--- src/design/jse_pkg.sv ---
// ----------------------------------------------------------------------------
// jse_pkg: shared types and helpers for the JSON string escaper
// Controller states, command/status bundles, byte classification and the
// character lookups used by the controller and the datapath.
// ----------------------------------------------------------------------------
package jse_pkg;

    // request kinds carried on the input tuser
    localparam logic [1:0] OP_BYTE  = 2'd0;
    localparam logic [1:0] OP_NULL  = 2'd1;
    localparam logic [1:0] OP_EMPTY = 2'd2;

    // ASCII characters produced directly by the controller
    localparam logic [6:0] CH_QUOTE  = 7'h22;
    localparam logic [6:0] CH_BSLASH = 7'h5c;
    localparam logic [6:0] CH_U      = 7'h75;
    localparam logic [6:0] CH_N      = 7'h6e;
    localparam logic [6:0] CH_L      = 7'h6c;

    // last character index of each multi-character sequence
    localparam logic [2:0] U16_LAST   = 3'd5;
    localparam logic [2:0] SHORT_LAST = 3'd1;
    localparam logic [2:0] NULL_LAST  = 3'd3;
    localparam logic [2:0] EMPTY_LAST = 3'd1;

    localparam logic [15:0] REPL_CHAR = 16'hfffd;

    typedef enum logic [3:0] {
        ST_IDLE,
        ST_OPEN,
        ST_BODY,
        ST_FLUSH_BODY,
        ST_FLUSH_LAST,
        ST_CODE,
        ST_CLOSE,
        ST_NULL,
        ST_EMPTY
    } state_t;

    typedef enum logic [2:0] {
        CLS_SHORT,   // two-character escape
        CLS_U16,     // \u00xx escape
        CLS_PLAIN,   // printable ASCII
        CLS_LEAD,    // opens a multi-byte sequence
        CLS_BAD      // lead byte 0xfc-0xff, replacement character
    } byte_cls_t;

    typedef enum logic [1:0] {
        CODE_BMP,
        CODE_SUR,
        CODE_BIG
    } code_cls_t;

    typedef enum logic [1:0] {
        EMIT_LIT,
        EMIT_BYTE,
        EMIT_SHORT,
        EMIT_U16
    } emit_sel_t;

    typedef enum logic [2:0] {
        VAL_LEAD,
        VAL_CONT,
        VAL_BYTE,
        VAL_FFFD,
        VAL_HI,
        VAL_LO,
        VAL_BMP
    } val_sel_t;

    typedef struct packed {
        logic       load;
        logic       clear_seq;
        logic       store_cont;
        logic       open_seq;
        logic       emit;
        emit_sel_t  emit_sel;
        logic [6:0] lit;
        logic       eov;
        logic       wrap;
        val_sel_t   val_sel;
        logic       fidx_adv;
        logic       fidx_clr;
    } cmd_t;

    typedef struct packed {
        logic       seq_open;
        logic       is_cont;
        logic       will_complete;
        byte_cls_t  cls;
        logic       flush_more;
        logic       fidx_zero;
        code_cls_t  code_cls;
        logic [2:0] idx;
        logic       out_free;
        logic [1:0] in_op;
        logic       in_first;
        logic       last;
    } status_t;

    function automatic logic [6:0] hex_char(input logic [3:0] nib);
        logic [6:0] ch;
        if (nib < 4'd10)
            ch = 7'h30 + {3'b000, nib};
        else
            ch = 7'h57 + {3'b000, nib};
        return ch;
    endfunction

    function automatic logic [6:0] short_char(input logic [7:0] c);
        logic [6:0] ch;
        case (c)
            8'h22:   ch = CH_QUOTE;
            8'h5c:   ch = CH_BSLASH;
            8'h08:   ch = 7'h62;
            8'h0c:   ch = 7'h66;
            8'h0a:   ch = 7'h6e;
            8'h0d:   ch = 7'h72;
            8'h09:   ch = 7'h74;
            default: ch = CH_BSLASH;
        endcase
        return ch;
    endfunction

    function automatic byte_cls_t byte_class(input logic [7:0] c);
        byte_cls_t k;
        case (c)
            8'h22, 8'h5c, 8'h08, 8'h0c, 8'h0a, 8'h0d, 8'h09: k = CLS_SHORT;
            default:
            begin
                if (c < 8'h20 || c == 8'h7f || (c >= 8'h80 && c < 8'hc0))
                    k = CLS_U16;
                else if (c < 8'h80)
                    k = CLS_PLAIN;
                else if (c < 8'hfc)
                    k = CLS_LEAD;
                else
                    k = CLS_BAD;
            end
        endcase
        return k;
    endfunction

    // continuation bytes a lead byte asks for
    function automatic logic [2:0] lead_len(input logic [7:0] c);
        logic [2:0] n;
        if (c < 8'he0)
            n = 3'd1;
        else if (c < 8'hf0)
            n = 3'd2;
        else if (c < 8'hf8)
            n = 3'd3;
        else
            n = 3'd4;
        return n;
    endfunction

endpackage

--- src/design/jse_ctrl.sv ---
// ----------------------------------------------------------------------------
// jse_ctrl: escaper sequencer
// Walks each request through opening quote, body, flush and closing quote,
// emitting at most one character per cycle into the datapath.
// ----------------------------------------------------------------------------
module jse_ctrl
(
    input  logic             clk,
    input  logic             rst_n,
    input  logic             s_tvalid,
    output logic             s_tready,
    input  jse_pkg::status_t status,
    output jse_pkg::cmd_t    cmd
);

    jse_pkg::state_t state_reg;
    jse_pkg::state_t state_next;
    jse_pkg::state_t done_state;
    logic            accept;
    logic            u16_end;

    assign accept  = s_tvalid && (state_reg == jse_pkg::ST_IDLE);
    assign u16_end = status.out_free && (status.idx == jse_pkg::U16_LAST);

    // where a finished body byte goes
    assign done_state = status.last ? jse_pkg::ST_CLOSE : jse_pkg::ST_IDLE;

    always_ff @(posedge clk or negedge rst_n)
    begin
        if (!rst_n)
            state_reg <= jse_pkg::ST_IDLE;
        else
            state_reg <= state_next;
    end

    // next state
    always_comb
    begin
        state_next = state_reg;
        case (state_reg)
            jse_pkg::ST_IDLE:
            begin
                if (accept)
                begin
                    case (status.in_op)
                        jse_pkg::OP_BYTE:
                            state_next = status.in_first ? jse_pkg::ST_OPEN : jse_pkg::ST_BODY;
                        jse_pkg::OP_NULL:  state_next = jse_pkg::ST_NULL;
                        jse_pkg::OP_EMPTY: state_next = jse_pkg::ST_EMPTY;
                        default:           state_next = jse_pkg::ST_IDLE;
                    endcase
                end
            end
            jse_pkg::ST_OPEN:
            begin
                if (status.out_free)
                    state_next = jse_pkg::ST_BODY;
            end
            jse_pkg::ST_BODY:
            begin
                if (status.seq_open)
                begin
                    if (!status.is_cont)
                        state_next = jse_pkg::ST_FLUSH_BODY;
                    else if (status.will_complete)
                        state_next = jse_pkg::ST_CODE;
                    else
                        state_next = status.last ? jse_pkg::ST_FLUSH_LAST : jse_pkg::ST_IDLE;
                end
                else
                begin
                    case (status.cls)
                        jse_pkg::CLS_SHORT:
                        begin
                            if (status.out_free && status.idx == jse_pkg::SHORT_LAST)
                                state_next = done_state;
                        end
                        jse_pkg::CLS_U16, jse_pkg::CLS_BAD:
                        begin
                            if (u16_end)
                                state_next = done_state;
                        end
                        jse_pkg::CLS_PLAIN:
                        begin
                            if (status.out_free)
                                state_next = done_state;
                        end
                        jse_pkg::CLS_LEAD:
                            state_next = status.last ? jse_pkg::ST_FLUSH_LAST : jse_pkg::ST_IDLE;
                        default:
                            state_next = jse_pkg::ST_IDLE;
                    endcase
                end
            end
            jse_pkg::ST_FLUSH_BODY:
            begin
                if (u16_end && !status.flush_more)
                    state_next = jse_pkg::ST_BODY;
            end
            jse_pkg::ST_FLUSH_LAST:
            begin
                if (u16_end && !status.flush_more)
                    state_next = jse_pkg::ST_CLOSE;
            end
            jse_pkg::ST_CODE:
            begin
                if (u16_end && !(status.code_cls == jse_pkg::CODE_SUR && status.fidx_zero))
                    state_next = done_state;
            end
            jse_pkg::ST_CLOSE:
            begin
                if (status.out_free)
                    state_next = jse_pkg::ST_IDLE;
            end
            jse_pkg::ST_NULL:
            begin
                if (status.out_free && status.idx == jse_pkg::NULL_LAST)
                    state_next = jse_pkg::ST_IDLE;
            end
            jse_pkg::ST_EMPTY:
            begin
                if (status.out_free && status.idx == jse_pkg::EMPTY_LAST)
                    state_next = jse_pkg::ST_IDLE;
            end
            default:
                state_next = jse_pkg::ST_IDLE;
        endcase
    end

    // commands
    always_comb
    begin
        s_tready = 1'b0;
        cmd      = '0;
        cmd.emit_sel = jse_pkg::EMIT_LIT;
        cmd.val_sel  = jse_pkg::VAL_BYTE;
        case (state_reg)
            jse_pkg::ST_IDLE:
            begin
                s_tready = 1'b1;
                cmd.load = accept;
            end
            jse_pkg::ST_OPEN:
            begin
                cmd.clear_seq = 1'b1;
                cmd.emit      = status.out_free;
                cmd.lit       = jse_pkg::CH_QUOTE;
                cmd.wrap      = 1'b1;
            end
            jse_pkg::ST_BODY:
            begin
                if (status.seq_open)
                begin
                    cmd.store_cont = status.is_cont;
                end
                else
                begin
                    case (status.cls)
                        jse_pkg::CLS_SHORT:
                        begin
                            cmd.emit     = status.out_free;
                            cmd.emit_sel = (status.idx == 3'd0) ? jse_pkg::EMIT_LIT
                                                                : jse_pkg::EMIT_SHORT;
                            cmd.lit      = jse_pkg::CH_BSLASH;
                            cmd.wrap     = (status.idx == jse_pkg::SHORT_LAST);
                        end
                        jse_pkg::CLS_U16:
                        begin
                            cmd.emit     = status.out_free;
                            cmd.emit_sel = jse_pkg::EMIT_U16;
                            cmd.val_sel  = jse_pkg::VAL_BYTE;
                            cmd.wrap     = (status.idx == jse_pkg::U16_LAST);
                        end
                        jse_pkg::CLS_BAD:
                        begin
                            cmd.emit     = status.out_free;
                            cmd.emit_sel = jse_pkg::EMIT_U16;
                            cmd.val_sel  = jse_pkg::VAL_FFFD;
                            cmd.wrap     = (status.idx == jse_pkg::U16_LAST);
                        end
                        jse_pkg::CLS_PLAIN:
                        begin
                            cmd.emit     = status.out_free;
                            cmd.emit_sel = jse_pkg::EMIT_BYTE;
                            cmd.wrap     = 1'b1;
                        end
                        jse_pkg::CLS_LEAD:
                            cmd.open_seq = 1'b1;
                        default:
                            cmd.open_seq = 1'b0;
                    endcase
                end
            end
            jse_pkg::ST_FLUSH_BODY, jse_pkg::ST_FLUSH_LAST:
            begin
                // lead byte first, then each buffered continuation byte
                cmd.emit     = status.out_free;
                cmd.emit_sel = jse_pkg::EMIT_U16;
                cmd.val_sel  = status.fidx_zero ? jse_pkg::VAL_LEAD : jse_pkg::VAL_CONT;
                cmd.wrap     = (status.idx == jse_pkg::U16_LAST);
                if (u16_end)
                begin
                    cmd.fidx_adv  = status.flush_more;
                    cmd.fidx_clr  = !status.flush_more;
                    cmd.clear_seq = !status.flush_more;
                end
            end
            jse_pkg::ST_CODE:
            begin
                cmd.emit     = status.out_free;
                cmd.emit_sel = jse_pkg::EMIT_U16;
                cmd.wrap     = (status.idx == jse_pkg::U16_LAST);
                case (status.code_cls)
                    jse_pkg::CODE_BMP: cmd.val_sel = jse_pkg::VAL_BMP;
                    jse_pkg::CODE_SUR:
                        cmd.val_sel = status.fidx_zero ? jse_pkg::VAL_HI : jse_pkg::VAL_LO;
                    default:           cmd.val_sel = jse_pkg::VAL_FFFD;
                endcase
                if (u16_end)
                begin
                    if (status.code_cls == jse_pkg::CODE_SUR && status.fidx_zero)
                    begin
                        cmd.fidx_adv = 1'b1;
                    end
                    else
                    begin
                        cmd.fidx_clr  = 1'b1;
                        cmd.clear_seq = 1'b1;
                    end
                end
            end
            jse_pkg::ST_CLOSE:
            begin
                cmd.emit = status.out_free;
                cmd.lit  = jse_pkg::CH_QUOTE;
                cmd.eov  = 1'b1;
                cmd.wrap = 1'b1;
            end
            jse_pkg::ST_NULL:
            begin
                cmd.clear_seq = 1'b1;
                cmd.emit      = status.out_free;
                case (status.idx)
                    3'd0:    cmd.lit = jse_pkg::CH_N;
                    3'd1:    cmd.lit = jse_pkg::CH_U;
                    default: cmd.lit = jse_pkg::CH_L;
                endcase
                cmd.eov  = (status.idx == jse_pkg::NULL_LAST);
                cmd.wrap = (status.idx == jse_pkg::NULL_LAST);
            end
            jse_pkg::ST_EMPTY:
            begin
                cmd.clear_seq = 1'b1;
                cmd.emit      = status.out_free;
                cmd.lit       = jse_pkg::CH_QUOTE;
                cmd.eov       = (status.idx == jse_pkg::EMPTY_LAST);
                cmd.wrap      = (status.idx == jse_pkg::EMPTY_LAST);
            end
            default:
                s_tready = 1'b0;
        endcase
    end

endmodule

--- src/design/jse_datapath.sv ---
// ----------------------------------------------------------------------------
// jse_datapath: escaper datapath
// Holds the request byte, the open UTF-8 sequence, the code point decode,
// the \uXXXX character generator and the output register.
// ----------------------------------------------------------------------------
module jse_datapath
(
    input  logic             clk,
    input  logic             rst_n,
    input  logic [7:0]       s_tdata,
    input  logic [2:0]       s_tuser,
    input  logic             s_tlast,
    output logic             m_tvalid,
    input  logic             m_tready,
    output logic [7:0]       m_tdata,
    output logic             m_tlast,
    input  jse_pkg::cmd_t    cmd,
    output jse_pkg::status_t status
);

    logic [7:0]  byte_reg;
    logic        last_reg;
    logic [7:0]  lead_reg, lead_next;
    logic [7:0]  pend_reg [4];
    logic [2:0]  expected_reg, expected_next;
    logic [2:0]  received_reg, received_next;
    logic [2:0]  fidx_reg, fidx_next;
    logic [2:0]  idx_reg, idx_next;
    logic [15:0] val_reg;
    logic [15:0] val_mux;
    logic        out_valid_reg, out_valid_next;
    logic [6:0]  out_char_reg;
    logic        out_eov_reg;
    logic [6:0]  char_mux;
    logic [3:0]  nib;
    logic [2:0]  fidx_m1;
    logic [7:0]  cont_sel;
    logic [25:0] code;
    logic [20:0] code_off;
    logic [15:0] sur_hi, sur_lo;
    logic        out_free;
    logic        val_load;

    assign out_free = !out_valid_reg || m_tready;
    assign fidx_m1  = fidx_reg - 3'd1;
    assign cont_sel = pend_reg[fidx_m1[1:0]];
    assign val_load = cmd.emit && (cmd.emit_sel == jse_pkg::EMIT_U16) && (idx_reg == 3'd0);

    // code point of a complete sequence; lead mask narrows with length
    always_comb
    begin
        case (expected_reg)
            3'd1: code = {15'd0, lead_reg[4:0], pend_reg[0][5:0]};
            3'd2: code = {10'd0, lead_reg[3:0], pend_reg[0][5:0], pend_reg[1][5:0]};
            3'd3: code = {5'd0, lead_reg[2:0], pend_reg[0][5:0], pend_reg[1][5:0],
                          pend_reg[2][5:0]};
            default: code = {lead_reg[1:0], pend_reg[0][5:0], pend_reg[1][5:0],
                             pend_reg[2][5:0], pend_reg[3][5:0]};
        endcase
    end

    assign code_off = code[20:0] - 21'h10000;
    assign sur_hi   = {6'b110110, code_off[19:10]};
    assign sur_lo   = {6'b110111, code_off[9:0]};

    always_comb
    begin
        status               = '0;
        status.seq_open      = (expected_reg != 3'd0);
        status.is_cont       = (byte_reg[7:6] == 2'b10);
        status.will_complete = ({1'b0, received_reg} + 4'd1) >= {1'b0, expected_reg};
        status.cls           = jse_pkg::byte_class(byte_reg);
        status.flush_more    = (fidx_reg < received_reg);
        status.fidx_zero     = (fidx_reg == 3'd0);
        if (code < 26'h10000)
            status.code_cls = jse_pkg::CODE_BMP;
        else if (code < 26'h110000)
            status.code_cls = jse_pkg::CODE_SUR;
        else
            status.code_cls = jse_pkg::CODE_BIG;
        status.idx      = idx_reg;
        status.out_free = out_free;
        status.in_op    = s_tuser[1:0];
        status.in_first = s_tuser[2];
        status.last     = last_reg;
    end

    always_comb
    begin
        case (cmd.val_sel)
            jse_pkg::VAL_LEAD: val_mux = {8'h00, lead_reg};
            jse_pkg::VAL_CONT: val_mux = {8'h00, cont_sel};
            jse_pkg::VAL_BYTE: val_mux = {8'h00, byte_reg};
            jse_pkg::VAL_FFFD: val_mux = jse_pkg::REPL_CHAR;
            jse_pkg::VAL_HI:   val_mux = sur_hi;
            jse_pkg::VAL_LO:   val_mux = sur_lo;
            jse_pkg::VAL_BMP:  val_mux = code[15:0];
            default:           val_mux = jse_pkg::REPL_CHAR;
        endcase
    end

    always_comb
    begin
        case (idx_reg)
            3'd2:    nib = val_reg[15:12];
            3'd3:    nib = val_reg[11:8];
            3'd4:    nib = val_reg[7:4];
            default: nib = val_reg[3:0];
        endcase
        case (cmd.emit_sel)
            jse_pkg::EMIT_LIT:   char_mux = cmd.lit;
            jse_pkg::EMIT_BYTE:  char_mux = byte_reg[6:0];
            jse_pkg::EMIT_SHORT: char_mux = jse_pkg::short_char(byte_reg);
            jse_pkg::EMIT_U16:
            begin
                if (idx_reg == 3'd0)
                    char_mux = jse_pkg::CH_BSLASH;
                else if (idx_reg == 3'd1)
                    char_mux = jse_pkg::CH_U;
                else
                    char_mux = jse_pkg::hex_char(nib);
            end
            default: char_mux = cmd.lit;
        endcase
    end

    // sequence state, counters and output valid
    always_comb
    begin
        lead_next      = lead_reg;
        expected_next  = expected_reg;
        received_next  = received_reg;
        fidx_next      = fidx_reg;
        idx_next       = idx_reg;
        out_valid_next = out_valid_reg;

        if (cmd.clear_seq)
        begin
            expected_next = 3'd0;
            received_next = 3'd0;
        end
        else if (cmd.open_seq)
        begin
            lead_next     = byte_reg;
            expected_next = jse_pkg::lead_len(byte_reg);
            received_next = 3'd0;
        end
        else if (cmd.store_cont)
        begin
            received_next = received_reg + 3'd1;
        end

        if (cmd.fidx_clr)
            fidx_next = 3'd0;
        else if (cmd.fidx_adv)
            fidx_next = fidx_reg + 3'd1;

        if (cmd.emit)
            idx_next = cmd.wrap ? 3'd0 : idx_reg + 3'd1;

        if (cmd.emit)
            out_valid_next = 1'b1;
        else if (m_tready)
            out_valid_next = 1'b0;
    end

    always_ff @(posedge clk or negedge rst_n)
    begin
        if (!rst_n)
        begin
            lead_reg      <= 8'h00;
            expected_reg  <= 3'd0;
            received_reg  <= 3'd0;
            fidx_reg      <= 3'd0;
            idx_reg       <= 3'd0;
            out_valid_reg <= 1'b0;
        end
        else
        begin
            lead_reg      <= lead_next;
            expected_reg  <= expected_next;
            received_reg  <= received_next;
            fidx_reg      <= fidx_next;
            idx_reg       <= idx_next;
            out_valid_reg <= out_valid_next;
        end
    end

    always_ff @(posedge clk)
    begin
        if (cmd.load)
        begin
            byte_reg <= s_tdata;
            last_reg <= s_tlast;
        end
        if (cmd.store_cont)
            pend_reg[received_reg[1:0]] <= byte_reg;
        if (val_load)
            val_reg <= val_mux;
        if (cmd.emit)
        begin
            out_char_reg <= char_mux;
            out_eov_reg  <= cmd.eov;
        end
    end

    assign m_tvalid = out_valid_reg;
    assign m_tdata  = {1'b0, out_char_reg};
    assign m_tlast  = out_eov_reg;

    a_recv_bound: assert property (@(posedge clk) disable iff (!rst_n)
        received_reg <= expected_reg)
        else $error("continuation count ran past the sequence length");

    a_emit_free: assert property (@(posedge clk) disable iff (!rst_n)
        cmd.emit |-> out_free)
        else $error("character emitted over a held output");

    a_emit_shows: assert property (@(posedge clk) disable iff (!rst_n)
        cmd.emit |=> out_valid_reg)
        else $error("emitted character not presented");

    a_idx_range: assert property (@(posedge clk) disable iff (!rst_n)
        idx_reg <= jse_pkg::U16_LAST)
        else $error("character index out of range");

    a_cont_read: assert property (@(posedge clk) disable iff (!rst_n)
        (val_load && cmd.val_sel == jse_pkg::VAL_CONT)
            |-> (fidx_reg != 3'd0 && fidx_reg <= received_reg))
        else $error("flush read an unwritten continuation byte");

endmodule

--- src/design/json_string_escaper_utf8.sv ---
// ----------------------------------------------------------------------------
// json_string_escaper_utf8: UTF-8 string to JSON text escaper
// Streams a string in byte by byte and streams its JSON-quoted ASCII form out.
// ----------------------------------------------------------------------------
// One request is worked on at a time, and a new one is accepted only in the
// idle state. A printable ASCII byte gives one character, a short escape two
// and a \u00xx escape six; a byte that opens or continues a sequence without
// completing it gives none, and a continuation byte that completes a sequence
// gives one \uXXXX escape (two as a surrogate pair). The opening and closing
// quotes add one character each, a bad continuation byte is preceded by a
// \u00xx escape for every byte flushed ahead of it, and a sequence left open
// by the last byte is flushed as \u00xx escapes before the closing quote. The
// sequencer loads the single output register with one character per cycle
// while it is free; backpressure on m_tready holds it.
module json_string_escaper_utf8
(
    input  logic       clk,
    input  logic       rst_n,
    input  logic       s_tvalid,
    output logic       s_tready,
    input  logic [7:0] s_tdata,   // [7:0] data_byte
    input  logic [2:0] s_tuser,   // [1:0] operation, [2] first
    input  logic       s_tlast,
    output logic       m_tvalid,
    input  logic       m_tready,
    output logic [7:0] m_tdata,   // [6:0] out_char, [7] zero
    output logic       m_tlast
);

    jse_pkg::cmd_t    cmd;
    jse_pkg::status_t status;

    jse_ctrl u_ctrl
    (
        .clk      (clk),
        .rst_n    (rst_n),
        .s_tvalid (s_tvalid),
        .s_tready (s_tready),
        .status   (status),
        .cmd      (cmd)
    );

    jse_datapath u_datapath
    (
        .clk      (clk),
        .rst_n    (rst_n),
        .s_tdata  (s_tdata),
        .s_tuser  (s_tuser),
        .s_tlast  (s_tlast),
        .m_tvalid (m_tvalid),
        .m_tready (m_tready),
        .m_tdata  (m_tdata),
        .m_tlast  (m_tlast),
        .cmd      (cmd),
        .status   (status)
    );

endmodule

--- config.mk ---
export PLATFORM = sky130hd
export DESIGN_NAME = json_string_escaper_utf8
export DESIGN_NICKNAME = d
export VERILOG_FILES = /design/src/design/jse_pkg.sv /design/src/design/jse_ctrl.sv /design/src/design/jse_datapath.sv /design/src/design/json_string_escaper_utf8.sv
export SDC_FILE = /design/constraint.sdc
export NUM_CORES = 1
export LEC_CHECK = 0
export ABC_AREA = 1
export BUFFER_PORTS_ARGS = -buffer_cell sky130_fd_sc_hd__buf_2
export CAP_MARGIN = 25
export CORE_ASPECT_RATIO = 1.25
export CORE_UTILIZATION = 50
export DETAILED_ROUTE_END_ITERATION = 10
export MAX_ROUTING_LAYER = met4
export PLACE_DENSITY = 0.7
export SYNTH_ARGS = -nofsm -noshare
export SYNTH_HDL_FRONTEND = slang
export SYNTH_SLANG_ARGS = --single-unit
--- constraint.sdc ---
create_clock -name clk -period 2.7 [get_ports clk]
set_clock_uncertainty 0.1 [all_clocks]
set_input_delay 0.54 -clock clk [delete_from_list [all_inputs] [get_ports clk]]
set_output_delay 0.54 -clock clk [all_outputs]
set_load 0.005 [all_outputs]
==> flow_metrics.tcl, run 1 <==
set metrics [dict create \
    final_cell_area_sq_um 6880 \
    reg2reg_depth 18 \
    wl_per_cell_um 16.5 \
    core-area_sq_um 11700 \
    overflow 0 \
    finish.utilization 0.590 \
    slew_violations 0 \
    yosysSeqAreaShare 0.428 \
    wl_met1_mm 6.64 \
    grt_max_degree 26 \
    synth_area_sq_um 6020 \
    cts-buffers-inserted 9 \
    synth-async-reset-ratio 0.278 \
    reg2reg_to "u_datapath.val_reg[9]$_DFFE_PP_" \
    setup-tns-final_ns 0 \
    power_density_nw_per_um2 1130 \
    final_cells 963 \
    areaGrowthSynthToFinish_pct 14.4 \
    hold_viol_final 0 \
    die_h_um 125 \
    synth_top_cell_by_area "edfxtp_1" \
    largest_register_ffs 32 \
    cts_tree "yes" \
    regArea_sq_um 2580 \
    clock-sinks 90 \
    syn-instance-count 740 \
    dp.cells 945 \
    synth_top_family_by_area "simple AND/OR/NAND/NOR gates" \
    yosysMostFrequentCell "nand2_1" \
    io_buffers 25 \
    via_per_inst 5.46 \
    syn_avg_cell_area_sq_um 8.13 \
    worstSetupStartpoint "u_datapath.expected_reg[1]$_DFFE_PN0P_" \
    synth_cell_types 49 \
    worstPathRequired_ns 2.79 \
    crit_type "flop to flop" \
    cap_violations 0 \
    fin_hold_ws_ns 0.0882 \
    synth_adder_area_share 0.0374 \
    io_pins 27 \
    ys.warnings.count 0 \
    gp_congestion 1.01 \
    clockRootBuffer "clkbuf_16" \
    period_minus_slack_ns 2.57 \
    clockBufferDepth 2 \
    multiInputGateArea_sq_um 2950 \
    place_area_sq_um 6530 \
    grt_pass1_vias 4991 \
    worstMarginPinSlew_ns 0.606 \
    postRouteAntennaNets 0 \
    diodes 0 \
    slowest_delay_ns 0.46 \
    cp_common_cell "nand2_4" \
    fin_nets 831 \
    seq_power_share 0.287 \
    synth-simple-area-share 0.290 \
    path_buf_inv 4 \
    drt_iter0_markers 308 \
    path_clk_slew_ns 0.07 \
    worst-path-stages 18 \
    grt_pass1_wl_mm 25.3 \
    cts_hold_buf 0 \
    yosysTopAreaCellShare 0.324 \
    vias 5260 \
    first_pass_iters 5 \
    fillers 1077 \
    crit_fanout 15 \
    combPwrFrac 0.555 \
    fin_total_pwr_mw 7.78 \
    drc 0 \
    maxSlewHeadroom 0.596 \
    yosys-top-cells-count "157 x nand2_1, 105 x inv_1, 72 x o21ai_0" \
    grt.total_usage 0.273 \
    synth-seq-cells 90 \
    intPower_mw 4.15 \
    switching_share 0.467 \
    path_cells "nand2_4 > nor2_8 > inv_1 > o22ai_1 > inv_1 > ha_2 > nand3_4 > nor2_8 > nand2_4 > nand2_8 > nand2_4 > nand2_4 > nand2_8 > inv_2 > nand3_4 > nand2_4 > inv_2 > o21ai_2" \
    setup_viol 0 \
    dieArea_sq_um 12500 \
    antenna_found_initial 0 \
    synth_compound_area_frac 0.151 \
    dpl_worst_slack_ns -0.0566 \
    synth_fp_nets 774 \
    ir_drop_v 0.000600 \
    status "completed" \
    drt-total-wl_mm 15.9 \
    p_leak_nw 3.08 \
    period_share 0.951 \
    critPathLaunchType "flop" \
    dp_hpwl_mm 12.6 \
    rrSetupSlack_ns 0.13 \
    end_kind "flop" \
    slowest_stage "dfrtp_2" \
    max_freq_mhz 390 \
    synth_mux_area_frac 0 \
    rows 44 \
    drive_above_1_share 0.195 \
    synth_flop_cell "edfxtp_1" \
    layout_setup_ws_ns 0.133 \
    critical_path.top_delay_family "simple AND/OR/NAND/NOR gates" \
    worst_ep_arrival_time_ns 2.66 \
    wl_met3_um 720 \
    clk_latency_ns 0.35 \
    synth_area_leaders "edfxtp_1 32%, dfrtp_1 10%, nand2_1 9.8%" \
    die_w_um 100 \
    start_util 0.516 \
    p_clk_frac 0.158 \
    r2r_start "u_datapath.expected_reg[1]$_DFFE_PN0P_" \
    dr.max_layer_used "met4" \
    hp-class "input pin to asynchronous set/reset pin" \
    synth-xor-area-share 0.00437 \
    h-tree-depth 3 \
    power.net_switching_mw 3.64 \
    wl_met2_mm 8.08 \
    synth_edf_count 65 \
]
[worst max path at each step]
stage / end / slack, ns
detailed placement: u_datapath.val_reg[9]$_DFFE_PP_ / -0.06
CTS: u_datapath.val_reg[9]$_DFFE_PP_ / 0.01
finish: u_datapath.val_reg[9]$_DFFE_PP_ / 0.13
global placement: u_datapath.val_reg[2]$_DFFE_PP_ / 0.03
floorplan: u_datapath.val_reg[6]$_DFFE_PP_ / 0.04
global route: u_datapath.val_reg[9]$_DFFE_PP_ / -0.03
[placed cells by master (no fill, tap or decap), types with 2 or more instances in the layout]
| master | count |
|---|---|
| nor2_4 | 4 |
| nand3_1 | 36 |
| a211oi_1 | 2 |
| nand2_4 | 10 |
| nor3_4 | 3 |
| o211ai_1 | 5 |
| dfrtp_2 | 3 |
| xor2_1 | 2 |
| nand2_2 | 12 |
| a31oi_1 | 2 |
| a21oi_1 | 35 |
| nand3b_1 | 2 |
| nor3_1 | 5 |
| nand3_4 | 4 |
| o21ai_0 | 70 |
| a21oi_2 | 2 |
| nor2_2 | 5 |
| clkinv_1 | 3 |
| inv_1 | 104 |
| buf_2 | 25 |
| buf_4 | 34 |
| edfxtp_1 | 65 |
| inv_4 | 2 |
| nand2_1 | 157 |
| o21ai_1 | 6 |
| o22ai_1 | 22 |
| clkbuf_16 | 9 |
| clkbuf_1 | 2 |
| or2_2 | 4 |
| o21ai_2 | 5 |
| dfrtp_1 | 22 |
| nand4_1 | 24 |
| inv_2 | 13 |
| o221ai_1 | 2 |
| nand2_8 | 3 |
| nor2_1 | 54 |
| nand3_2 | 5 |
| ha_1 | 17 |
| nor2_8 | 3 |
[cell families (layout without fill, tap and decap cells)]
group,count (synthesis),after routing
AO/OA/AOI/OAI,160,160
flip-flops,90,90
adder cells (fa/ha/maj),18,18
other,1,1
XOR/XNOR,3,3
AND/OR/NAND/NOR,333,333
buffers and inverters,135,197
[layout make-up]
class,instances,share of cell area
multi-input cells,515,0.429
flip-flops and latches,90,0.375
inverters,121,0.0667
repair buffers,60,0.0582
clock buffers,11,0.0338
well taps,161,0.0293
clock inverters,5,0.00800
[timing repair]
item | CTS | global route
gates resized for setup | 2 | 15
buffers inserted | 0 | 2
endpoints found under the setup margin | 10 | 20
[power by group through the flow]
stage | logic (mW) | registers [mW] | clock network [mW]
2_1_floorplan | 2.97 | 2.19 | 0
3_3_place_gp | 4.07 | 2.24 | 0
3_5_place_dp | 4.19 | 2.25 | 0
4_1_cts | 4.21 | 2.23 | 1.25
5_1_grt | 4.82 | 2.27 | 1.31
6_report | 4.32 | 2.24 | 1.23
[per-layer routing]
| metal | vias to the layer above | global-route usage |
|---|---|---|
| li1 | 2608 | - |
| met1 | 2446 | 0.320 |
| met2 | 174 | 0.461 |
| met3 | 32 | 0.0556 |
| met4 | 0 | 0.0972 |
| met5 | - | - |
No activity file was read; power rests on OpenSTA's default activity.
==> inputs of run 2 (changes only) <==
--- a/config.mk
+++ b/config.mk
@@ -7,12 +7,12 @@
 export LEC_CHECK = 0
 export ABC_AREA = 1
 export BUFFER_PORTS_ARGS = -buffer_cell sky130_fd_sc_hd__buf_2
-export CAP_MARGIN = 25
+export CAP_MARGIN = 20
 export CORE_ASPECT_RATIO = 1.25
-export CORE_UTILIZATION = 50
+export CORE_UTILIZATION = 54
 export DETAILED_ROUTE_END_ITERATION = 10
 export MAX_ROUTING_LAYER = met4
-export PLACE_DENSITY = 0.7
+export PLACE_DENSITY = 0.74
 export SYNTH_ARGS = -nofsm -noshare
 export SYNTH_HDL_FRONTEND = slang
 export SYNTH_SLANG_ARGS = --single-unit
==> run 2 against run 1 <==
Net effect: worst setup slack improved by 0.034 ns; die area decreased by 7.3%; critical endpoint is now u_datapath.val_reg[7]$_DFFE_PP_; highest routed layer unchanged; largest power group unchanged; register-to-register slack improved by 0.03 ns; global-route usage is 3.7 points higher; clock-buffer cell count fell by 2; clock power grew 5%.
==> flow_metrics.tcl, run 2 (synthesized netlist as in run 1, its figures left out) <==
set metrics [dict create \
    start_util 0.561 \
    io_buffers 25 \
    diodes 0 \
    postRouteAntennaNets 0 \
    gp_congestion 1.01 \
    setup-tns-final_ns 0 \
    die_h_um 120 \
    final_common_cell "nand2_1" \
    clockRootBuffer "clkbuf_16" \
    drt-total-wl_mm 16.5 \
    cap_violations 0 \
    largest_register_ffs 32 \
    switching_share 0.471 \
    hold_viol_final 0 \
    first_pass_iters 5 \
    h-tree-depth 3 \
    overflow 0 \
    cts-buffers-inserted 9 \
    wl_met3_um 999 \
    finish.utilization 0.647 \
    core-area_sq_um 10700 \
    dieArea_sq_um 11600 \
    vias 5392 \
    wl_met2_mm 8.24 \
    crit_fanout 8 \
    grt_pass1_wl_mm 25.7 \
    antenna_found_initial 0 \
    mostFrequentLayoutCells "157 x nand2_1, 103 x inv_1, 70 x o21ai_0, 65 x edfxtp_1, 52 x nor2_1" \
    power.net_switching_mw 3.76 \
    p_clk_frac 0.161 \
    status "completed" \
    wl_per_cell_um 17.5 \
    hp-class "input pin to asynchronous set/reset pin" \
    max_freq_mhz 395 \
    grt.total_usage 0.310 \
    grt_max_degree 26 \
    ir_drop_v 0.000596 \
    rows 42 \
    drive_above_1_share 0.206 \
    worstPathRequired_ns 2.70 \
    clk_latency_ns 0.35 \
    setup_viol 0 \
    p_leak_nw 3.14 \
    period_minus_slack_ns 2.53 \
    cts_hold_buf 0 \
    dp_hpwl_mm 12.8 \
    drt_iter0_markers 433 \
    drc 0 \
    intPower_mw 4.22 \
    grt_pass1_vias 5026 \
    fin_nets 840 \
    rsz0062_at_grt "no" \
    die_w_um 96.4 \
    combPwrFrac 0.560 \
    via_per_inst 5.72 \
    end_kind "flop" \
    clockBufferDepth 2 \
    areaGrowthSynthToFinish_pct 15.3 \
    seq_power_share 0.278 \
    slew_violations 0 \
    power_density_nw_per_um2 1150 \
    period_share 0.938 \
    io_pins 27 \
    clock-sinks 90 \
    dr.max_layer_used "met4" \
    critPathLaunchType "flop" \
    worst_ep_arrival_time_ns 2.54 \
    fin_total_pwr_mw 7.98 \
    cts_tree "yes" \
    maxSlewHeadroom 0.589 \
    worstMarginPinSlew_ns 0.610 \
    wl_met1_mm 6.66 \
    crit_type "flop to flop" \
    path_clk_slew_ns 0.07 \
    fin_hold_ws_ns 0.0883 \
]
-- run 2: path summary, 6_finish.rpt --
kind | start | to | slack [ns] | depth (start not counted)
setup / recovery | u_datapath.expected_reg[2]$_DFFE_PN0P_ | u_datapath.val_reg[7]$_DFFE_PP_ | 0.17 | 18
setup reg to reg | u_datapath.expected_reg[2]$_DFFE_PN0P_ | u_datapath.val_reg[7]$_DFFE_PP_ | 0.17 | 18
max in group asynchronous | rst_n | u_datapath.expected_reg[1]$_DFFE_PN0P_ | 1.97 | 1
hold / removal | rst_n | u_datapath.idx_reg[1]$_DFFE_PN0P_ | 0.09 | 1
min in group clk | s_tlast | u_datapath.last_reg$_DFFE_PP_ | 0.27 | 1
hold reg to reg | u_datapath.lead_reg[6]$_DFFE_PN0P_ | u_datapath.lead_reg[6]$_DFFE_PN0P_ | 0.41 | 1
-- run 2: through the flow --
step	worst slack, ns	instance area [sq um]	std cells
3_5_place_dp	-0.0337	6540	922
6_report	0.167	6940	943
4_1_cts	0.0195	6870	938
3_3_place_gp	-0.0234	6540	922
5_1_grt	0.00532	6940	943
2_1_floorplan	0.0420	6020	740
-- run 2: what timing repair did --
action	CTS	global route
pin swaps	0	3
gates resized for setup	4	15
endpoints found under the setup margin	6	18
setup buffers	0	5
-- run 2: area by class of cell --
type,count,area (sq um)
clock buffers,9,225
clock inverters,7,81.3
fillers,888,3780
inverters,121,457
multi-input cells,515,2960
flip-flops and latches,90,2580
well taps,132,165
repair buffers,69,472
-- run 2: power groups by stage --
stage	logic, mW	clock network (mW)	registers [mW]
2_1_floorplan	2.97	0	2.19
3_3_place_gp	4.19	0	2.22
3_5_place_dp	4.29	0	2.24
4_1_cts	4.34	1.30	2.21
5_1_grt	4.94	1.36	2.25
6_report	4.47	1.29	2.22
-- run 2: worst max-delay path, cell delays in order (launching register included) --
cell and delay, ns:
dfrtp_1 0.41, inv_4 0.10, o21ai_2 0.07, inv_2 0.08, o22ai_1 0.08, inv_1 0.11
ha_4 0.16, nand3_4 0.10, nor2_8 0.16, nand2_4 0.08, nand2_8 0.09, nand2_4 0.07
nand2_4 0.08, nand2_8 0.11, buf_6 0.16, nand4_1 0.09, nand2_1 0.07, nor2_2 0.12
nand2_1 0.06
-- run 2: routing by layer --
layer / track usage / vias to the layer above
li1: - / 2625
met1: 0.376 / 2501
met2: 0.509 / 220
met3: 0.0513 / 46
met4: 0.128 / 0
met5: - / -
==> inputs of run 3 (changes only) <==
--- a/config.mk
+++ b/config.mk
@@ -8,11 +8,13 @@
 export ABC_AREA = 1
 export BUFFER_PORTS_ARGS = -buffer_cell sky130_fd_sc_hd__buf_2
 export CAP_MARGIN = 20
+export CELL_PAD_IN_SITES_DETAIL_PLACEMENT = 0
+export CELL_PAD_IN_SITES_GLOBAL_PLACEMENT = 1
 export CORE_ASPECT_RATIO = 1.25
-export CORE_UTILIZATION = 54
+export CORE_UTILIZATION = 43
 export DETAILED_ROUTE_END_ITERATION = 10
 export MAX_ROUTING_LAYER = met4
-export PLACE_DENSITY = 0.74
+export PLACE_DENSITY_LB_ADDON = 0.08
 export SYNTH_ARGS = -nofsm -noshare
 export SYNTH_HDL_FRONTEND = slang
 export SYNTH_SLANG_ARGS = --single-unit
==> run 3 against run 2 <==
Net effect: via count shrank 0.59%; largest power group unchanged; wire length rose by 8.2%; die area up 25%; total power increased by 2.3%; sequential power about the same; critical endpoint is now u_datapath.val_reg[8]$_DFFE_PP_.
==> flow_metrics.tcl, run 3 (synthesized netlist as in run 1, its figures left out) <==
set metrics [dict create \
    status "completed" \
    mostFrequentLayoutCells "156 x nand2_1, 102 x inv_1, 70 x o21ai_0, 65 x edfxtp_1, 52 x nor2_1" \
    drt-total-wl_mm 17.8 \
    grt.total_usage 0.262 \
    final_cells 982 \
    io_pins 27 \
    max_freq_mhz 384 \
    diodes 0 \
    clk_latency_ns 0.35 \
    io_buffers 25 \
    clock-sinks 90 \
    ir_drop_v 0.000622 \
    period_minus_slack_ns 2.60 \
    gp_congestion 0.926 \
    grt_max_degree 26 \
    p_leak_nw 3.14 \
    vias 5360 \
    worstMarginPinSlew_ns 0.641 \
    dp.cells 960 \
    final_common_cell "nand2_1" \
    slowest_delay_ns 0.41 \
    final_cell_area_sq_um 7030 \
    place_area_sq_um 6580 \
    dieArea_sq_um 14500 \
    cap_violations 0 \
    first_pass_iters 5 \
    slowest_stage "dfrtp_1" \
    cts-buffers-inserted 9 \
    die_h_um 134 \
    hp-class "input pin to asynchronous set/reset pin" \
    slew_violations 0 \
    areaGrowthSynthToFinish_pct 16.8 \
    grt_pass1_wl_mm 27.3 \
    fin_total_pwr_mw 8.16 \
    postRouteAntennaNets 0 \
    crit_type "flop to flop" \
    maxSlewHeadroom 0.571 \
    dpl_worst_slack_ns -0.00433 \
    antenna_found_initial 0 \
    worstPathRequired_ns 2.70 \
    rsz0062_at_grt "no" \
    layout_setup_ws_ns 0.0955 \
    die_w_um 108 \
    crit_fanout 8 \
    clockBufferDepth 2 \
    h-tree-depth 3 \
    largest_register_ffs 32 \
    drc 0 \
    drive_above_1_share 0.210 \
    hold_viol_final 0 \
    period_share 0.965 \
    critPathLaunchType "flop" \
    via_per_inst 5.46 \
    path_clk_slew_ns 0.07 \
    rows 47 \
    wl_per_cell_um 18.2 \
    overflow 0 \
    grt_pass1_vias 5137 \
    end_kind "flop" \
    clockRootBuffer "clkbuf_16" \
    drt_iter0_markers 296 \
    power_density_nw_per_um2 1160 \
    setup_viol 0 \
    worst_ep_arrival_time_ns 2.61 \
    core-area_sq_um 13500 \
    finish.utilization 0.522 \
    path_cells "inv_2 > o21ai_2 > inv_2 > o22ai_2 > inv_2 > ha_4 > nand3_4 > nor2_8 > nand2_4 > nand2_8 > nand2_4 > nand2_4 > nand2_8 > buf_12 > nand2_8 > inv_1 > nor2_1 > o21ai_2" \
    fin_nets 840 \
    dp_hpwl_mm 14.0 \
    cts_tree "yes" \
    start_util 0.447 \
]
[run 3: cell count changes in the layout (fill, tap and decap cells not counted), moves of 2 or more]
cell    previous run  this run
inv_6              4         1
buf_12             1         3
buf_4             42        40
inv_2             15        17
[run 3: final timing paths]
path	from	to	slack (ns)	cells past startpoint
setup / recovery	u_datapath.expected_reg[2]$_DFFE_PN0P_	u_datapath.val_reg[8]$_DFFE_PP_	0.1	18
hold / removal	rst_n	u_datapath.idx_reg[1]$_DFFE_PN0P_	0.10	1
setup reg to reg	u_datapath.expected_reg[2]$_DFFE_PN0P_	u_datapath.val_reg[8]$_DFFE_PP_	0.1	18
hold reg to reg	u_datapath.lead_reg[7]$_DFFE_PN0P_	u_datapath.lead_reg[7]$_DFFE_PN0P_	0.39	1
max in group asynchronous	rst_n	u_datapath.expected_reg[1]$_DFFE_PN0P_	1.94	1
min in group clk	s_tlast	u_datapath.last_reg$_DFFE_PP_	0.26	1
[run 3: metrics by stage]
stage,TNS [ns],hold slack [ns]
global placement,0,0.367
detailed placement,-0.00433,0.370
floorplan,0,0.144
global route,0,0.143
finish,0,0.101
CTS,0,0.120
[run 3: critical path, delay by kind of cell (launching register included)]
kind,cells,cell delay [ns]
and+or+nand+nor,9,0.92
buffers and inverters,5,0.54
DFF,1,0.41
AOI/OAI and AO/OA,3,0.25
adders and majority gates,1,0.15
[run 3: timing repair]
action | in CTS | in global routing
setup endpoints to repair | 2 | 16
cloned | 0 | 1
buffers inserted | 0 | 5
gates resized for setup | 1 | 23
pin swaps | 0 | 7
hold buffers | 0 | 0
[run 3: layout make-up]
class,count,area [sq um]
fill,1308,6440
multi-input combinational,516,3000
clock inverter,6,67.6
clock buffer,10,229
timing repair buffer,68,485
sequential,90,2580
inverter,121,454
tap,171,214
[run 3: power by group]
group / internal [mW] / switching [mW] / total [mW]
sequential: 1.96 / 0.262 / 2.22
clock: 0.721 / 0.551 / 1.27
combinational: 1.62 / 3.05 / 4.67
total: 4.29 / 3.86 / 8.16
[run 3: layer usage]
layer	part of all wire	routed length [um]	track usage	vias to the layer above
li1	-	-	-	2621
met1	0.43	7670	0.309	2564
met2	0.51	9130	0.452	142
met3	0.036	634	0.0394	33
met4	0.022	397	0.0906	0
met5	0	0	-	-
